<file path="src/hw/rtl/lgrs_pkg.sv">
// Types, constants and codes shared by the Laplace grid solver modules.
`timescale 1ns / 1ps
package lgrs_pkg;

    localparam int GRID_MAX   = 64;
    localparam int IDX_W      = $clog2(GRID_MAX);
    localparam int SIZE_W     = 7;
    localparam int ADDR_W     = 2 * IDX_W;
    localparam int DEPTH      = GRID_MAX * GRID_MAX;
    localparam int VAL_W      = 24;
    localparam int SUM_W      = VAL_W + 2;
    localparam int DIV_W      = VAL_W + 1;
    localparam int DIV_CNT_W  = $clog2(DIV_W + 1);
    localparam int SWEEP_W    = 16;
    localparam int RAD_W      = 7;
    localparam int OFS_W      = 8;
    localparam int CFG_IDX_W  = 3;
    localparam int CFG_DATA_W = 24;
    localparam int DISC_W     = 10;

    localparam logic [SIZE_W-1:0] GRID_SIZE_RST = 7'd64;
    localparam logic [SIZE_W-1:0] GRID_MIN      = 7'd3;

    localparam logic [CFG_IDX_W-1:0] CFG_GRID_SIZE = 3'd0;
    localparam logic [CFG_IDX_W-1:0] CFG_LEFT      = 3'd1;
    localparam logic [CFG_IDX_W-1:0] CFG_RIGHT     = 3'd2;
    localparam logic [CFG_IDX_W-1:0] CFG_CYL       = 3'd3;
    localparam logic [CFG_IDX_W-1:0] CFG_RADIUS    = 3'd4;
    localparam logic [CFG_IDX_W-1:0] CFG_OFFSET    = 3'd5;
    localparam logic [CFG_IDX_W-1:0] CFG_SWEEPS    = 3'd6;

    localparam logic [2:0] RSEL_REQ = 3'd0;
    localparam logic [2:0] RSEL_XP  = 3'd1;
    localparam logic [2:0] RSEL_XM  = 3'd2;
    localparam logic [2:0] RSEL_YA  = 3'd3;
    localparam logic [2:0] RSEL_YB  = 3'd4;

    localparam logic ACT_RUN  = 1'b0;
    localparam logic ACT_READ = 1'b1;

    typedef struct packed {
        logic             action;
        logic [IDX_W-1:0] x_index;
        logic [IDX_W-1:0] y_index;
    } in_item_t;

    typedef struct packed {
        logic signed [VAL_W-1:0] cell_value;
        logic                    result_kind;
    } out_item_t;

    typedef struct packed {
        logic             req_load;
        logic             div_start;
        logic             acc_init;
        logic             acc_step;
        logic [2:0]       rsel;
        logic             sum_load;
        logic             sum_add;
        logic             fill_we;
        logic             sweep_we;
        logic             out_load;
        logic             out_kind;
        logic [IDX_W-1:0] x;
        logic [IDX_W-1:0] y;
    } dp_cmd_t;

    typedef struct packed {
        logic               div_done;
        logic               out_free;
        logic [IDX_W-1:0]   n_m1;
        logic [SWEEP_W-1:0] sweeps;
    } dp_stat_t;

endpackage

</file>
<file path="src/hw/rtl/lgrs_ctrl.sv">
// Controller: request sequencing, grid fill and sweep scan counters.
`timescale 1ns / 1ps
module lgrs_ctrl import lgrs_pkg::*; (
    input  logic     aclk,
    input  logic     aresetn,
    input  logic     s_valid,
    input  logic     s_action,
    output logic     s_ready,
    input  dp_stat_t stat,
    output dp_cmd_t  cmd
);

    localparam logic [3:0] ST_IDLE      = 4'd0;
    localparam logic [3:0] ST_RD_ISSUE  = 4'd1;
    localparam logic [3:0] ST_RD_DONE   = 4'd2;
    localparam logic [3:0] ST_DIV_START = 4'd3;
    localparam logic [3:0] ST_DIV_WAIT  = 4'd4;
    localparam logic [3:0] ST_FILL      = 4'd5;
    localparam logic [3:0] ST_SW_R0     = 4'd6;
    localparam logic [3:0] ST_SW_R1     = 4'd7;
    localparam logic [3:0] ST_SW_R2     = 4'd8;
    localparam logic [3:0] ST_SW_R3     = 4'd9;
    localparam logic [3:0] ST_SW_W      = 4'd10;
    localparam logic [3:0] ST_FINISH    = 4'd11;

    logic [3:0]         state_reg, state_next;
    logic [IDX_W-1:0]   x_reg, x_next;
    logic [IDX_W-1:0]   y_reg, y_next;
    logic [SWEEP_W-1:0] k_reg, k_next;
    logic [IDX_W-1:0]   n_m2;

    assign n_m2 = stat.n_m1 - 1'b1;

    always_ff @(posedge aclk) begin
        if (!aresetn) begin
            state_reg <= ST_IDLE;
            x_reg     <= '0;
            y_reg     <= '0;
            k_reg     <= '0;
        end else begin
            state_reg <= state_next;
            x_reg     <= x_next;
            y_reg     <= y_next;
            k_reg     <= k_next;
        end
    end

    always_comb begin
        state_next = state_reg;
        x_next     = x_reg;
        y_next     = y_reg;
        k_next     = k_reg;
        cmd        = '0;
        cmd.rsel   = RSEL_REQ;
        cmd.x      = x_reg;
        cmd.y      = y_reg;
        s_ready    = 1'b0;
        case (state_reg)
            ST_IDLE: begin
                s_ready = 1'b1;
                if (s_valid) begin
                    cmd.req_load = 1'b1;
                    state_next   = (s_action == ACT_READ) ? ST_RD_ISSUE : ST_DIV_START;
                end
            end
            ST_RD_ISSUE: begin
                state_next = ST_RD_DONE;
            end
            ST_RD_DONE: begin
                if (stat.out_free) begin
                    cmd.out_load = 1'b1;
                    cmd.out_kind = ACT_READ;
                    state_next   = ST_IDLE;
                end
            end
            ST_DIV_START: begin
                cmd.div_start = 1'b1;
                state_next    = ST_DIV_WAIT;
            end
            ST_DIV_WAIT: begin
                if (stat.div_done) begin
                    cmd.acc_init = 1'b1;
                    x_next       = '0;
                    y_next       = '0;
                    state_next   = ST_FILL;
                end
            end
            ST_FILL: begin
                cmd.fill_we = 1'b1;
                if (y_reg == stat.n_m1) begin
                    y_next = '0;
                    if (x_reg == stat.n_m1) begin
                        x_next     = IDX_W'(1);
                        k_next     = '0;
                        state_next = (stat.sweeps == '0) ? ST_FINISH : ST_SW_R0;
                    end else begin
                        x_next       = x_reg + 1'b1;
                        cmd.acc_step = 1'b1;
                    end
                end else begin
                    y_next = y_reg + 1'b1;
                end
            end
            ST_SW_R0: begin
                cmd.rsel   = RSEL_XP;
                state_next = ST_SW_R1;
            end
            ST_SW_R1: begin
                cmd.rsel     = RSEL_XM;
                cmd.sum_load = 1'b1;
                state_next   = ST_SW_R2;
            end
            ST_SW_R2: begin
                cmd.rsel    = RSEL_YA;
                cmd.sum_add = 1'b1;
                state_next  = ST_SW_R3;
            end
            ST_SW_R3: begin
                cmd.rsel    = RSEL_YB;
                cmd.sum_add = 1'b1;
                state_next  = ST_SW_W;
            end
            ST_SW_W: begin
                cmd.sweep_we = 1'b1;
                state_next   = ST_SW_R0;
                if (y_reg == stat.n_m1) begin
                    y_next = '0;
                    if (x_reg == n_m2) begin
                        x_next = IDX_W'(1);
                        if (k_reg == stat.sweeps - 1'b1) begin
                            state_next = ST_FINISH;
                        end else begin
                            k_next = k_reg + 1'b1;
                        end
                    end else begin
                        x_next = x_reg + 1'b1;
                    end
                end else begin
                    y_next = y_reg + 1'b1;
                end
            end
            ST_FINISH: begin
                if (stat.out_free) begin
                    cmd.out_load = 1'b1;
                    cmd.out_kind = ACT_RUN;
                    state_next   = ST_IDLE;
                end
            end
            default: begin
                state_next = ST_IDLE;
            end
        endcase
    end

endmodule

</file>
<file path="config.mk">
export PLATFORM = sky130hd
export DESIGN_NAME = lgrs_ctrl
export DESIGN_NICKNAME = d
export VERILOG_FILES = /design/src/hw/rtl/lgrs_pkg.sv /design/src/hw/rtl/lgrs_ctrl.sv
export SDC_FILE = /design/constraint.sdc
export NUM_CORES = 1
export LEC_CHECK = 0
export BUFFER_PORTS_ARGS = -buffer_cell sky130_fd_sc_hd__buf_2
export CORE_UTILIZATION = 51
export CTS_CLUSTER_DIAMETER = 100
export DETAILED_ROUTE_END_ITERATION = 12
export GPL_TIMING_DRIVEN = 0
export MAX_ROUTING_LAYER = met4
export PLACE_DENSITY = 0.82
export SLEW_MARGIN = 0
export SYNTH_ARGS = -nofsm -noshare
export SYNTH_HDL_FRONTEND = slang
export SYNTH_SLANG_ARGS = --single-unit
export TNS_END_PERCENT = 30
</file>
<file path="constraint.sdc">
create_clock -name aclk -period 2.7 [get_ports aclk]
set_input_delay 0.135 -clock aclk [delete_from_list [all_inputs] [get_ports aclk]]
set_output_delay 0.135 -clock aclk [all_outputs]
set_load 0.005 [all_outputs]
</file>
==> impl_metrics.yaml <==
synthesis:
  synthTopCellsByCount: "32 x dfxtp_1, 32 x nor2_1, 27 x a21oi_1, 24 x xor2_1"
  syn_nets: 411
  syn_inst: 378
  synth-edff-count: 0
  yosys_register_bits: 32
  ys_types: 60
  avgSynthCellArea_um2: 7.45
  synth_area_um2: 2820
  synth_top_cell_area_share_pct: 22.8
  yosysSeqAreaShare_pct: 22.8
  async_flop_share_pct: 0
  ys_warn_count: 0
  synthTopCellsByArea: "dfxtp_1 23%, xor2_1 7.5%, xnor2_1 5.0%"
  ys.flop_type: "dfxtp_1"
  yosysTopAreaCell: "dfxtp_1"
power_and_ir_drop:
  power_density_nw_per_um2: 328
  ir_drop_mv: 0.289
  leakagePower_nw: 1.29
cells_and_area:
  largest_register_ffs: 16
  final_nets: 469
  drive_gt1_share_pct: 19.5
  fin_area_um2: 3280
  fin_cells: 507
  syn2layout_area_growth_pct: 16.6
  antennaDiodeCount: 0
clock_network:
  clkSinkCount: 32
  cts_tree: "built"
  cts_hold_buf: 0
  postCtsSetupBuffers: 0
  clk_pin_slew_worst_paths_ps: 70
  cts_root_buf: "clkbuf_8"
  cts_buffers: 5
  cts-htree-levels: 2
  clock_path_buffers: 2
  clk_latency_ps: 280
sta:
  setup_viol: 0
  setup_ws_ps: 117
  rsz0062_at_grt: "false"
  hold_viol: 0
  fin_crit_ps: 2580
  fmax_mhz: 387
  max_slew.worst_pin.slew_ps: 596
  timing.final.crit_share_pct: 95.7
  maxSlewHeadroom_pct: 60.1
  drv_slew: 0
  clock_skew_ps: 5.44
die:
  start_util_pct: 54.1
  rows: 26
  die_w_um: 76.3
  core_area_um2: 5200
  ios: 54
  dieArea_um2: 5820
  die_h_um: 76.3
worst_setup_path:
  worst_ep_required_time_ps: 2870
  crit_start: "y_reg[2]"
  arrival_ps: 2750
  cp_max_fo: 10
  r2r_start: "y_reg[2]"
  worstSetupPathType: "reg2reg"
  crit_path_start_kind: "flip-flop"
  end_kind: "flip-flop"
grt:
  grt_pass1_wl_um: 12200
  grt_pass1_vias: 2759
  overflow: 0
  grt_max_degree: 11
  grt.total_usage_pct: 25.6
  antenna_found_initial: 0
drt:
  vias: 3065
  via_per_inst: 6.05
  wl_um: 7240
  drtIter0Drc: 203
  ant_nets: 0
  drt_pass1_iterations: 5
  drt-wirelength-per-cell_um: 14.3
  drc: 0
placement:
  globalplace.congestion: 0.990
  port_buffers: 51
  dp_hpwl_um: 5420
  numPlacedInstances: 499
  dp_slack_ps: -152
  place_area_um2: 3160
run:
  drv_cap: 0
run_status:
  outcome: "finished, final reports clean"
min_path:
  worstHoldStart: "aresetn"
  hold_class: "in2reg"
## worst max-delay path, stage by stage, from the launching register on
cell	delay (ps)
dfxtp_1	370
xor2_1	180
nor4_1	380
and2_1	180
clkbuf_1	280
nand2_1	140
o31ai_2	530
clkbuf_2	330
nor2_1	80
## timing repair
| action | in CTS | in global routing |
|---|---|---|
| gates cloned | 0 | 1 |
| resized for setup | 2 | 5 |
| setup endpoints to repair | 10 | 22 |
| pin swaps | 0 | 1 |
## final timing paths
kind | slack (ps) | cells after the start | to
setup / recovery | 120 | 8 | k_reg[2]
hold / removal | 270 | 2 | x_reg[0]
setup reg to reg | 120 | 8 | k_reg[2]
hold reg to reg | 510 | 2 | k_reg[15]
## power breakdown
part	switching, mW	internal [mW]
sequential	0.00640	0.476
combinational	0.127	0.0896
clock	0.171	0.208
total	0.304	0.774
## metal layers
layer	share of wire, %	track usage [%]	vias to the layer above
li1	-	-	1510
met1	45	31.4	1420
met2	47	42.0	118
met3	5.9	4.91	17
met4	1.9	8.85	0
met5	0	-	-
## cell families after synthesis
family / share of synthesized area [%]
xor gates and xnor gates: 12.4
muxes: 1.91
DFF: 22.8
AOI/OAI and AO/OA: 23.2
adders and majority gates: 2.22
and+or+nand+nor: 32.0
buffers and inverters: 5.42
## per-stage QoR
step | TNS, ps | utilization (%) | hold WS (ps) | power, mW
after floorplan | 0 | - | 363 | 0.629
after global placement | -807 | 60.7 | 496 | 0.696
after detailed placement | -1680 | 60.7 | 500 | 0.701
after CTS | 0 | 62.5 | 243 | 1.08
after global routing | 0 | 63.1 | 283 | 1.13
final | 0 | 63.1 | 271 | 1.08
## layout make-up
type / count / area (um^2)
tap: 70 / 87.6
fill: 476 / 1920
sequential: 32 / 641
inverter: 16 / 60.1
timing repair buffer: 51 / 255
multi-input combinational: 313 / 2060
clock buffer: 8 / 90.1
buffer: 17 / 90.1
## placed cells by master, fill, tap and decap left out, types with 10 or more instances in the layout
master | Yosys | routed
o21ai_0 | 19 | 19
xor2_1 | 24 | 24
dfxtp_1 | 32 | 32
o31ai_1 | 12 | 11
nor3_1 | 16 | 15
or4_1 | 11 | 11
nor2b_1 | 10 | 10
nand2_1 | 19 | 19
nand2b_1 | 12 | 12
clkbuf_1 | 12 | 12
buf_2 | 2 | 53
nor2_1 | 32 | 32
xnor2_1 | 16 | 16
inv_1 | 16 | 16
nand3_1 | 15 | 15
a21oi_1 | 27 | 27
Power figures use the tool's default switching activity.
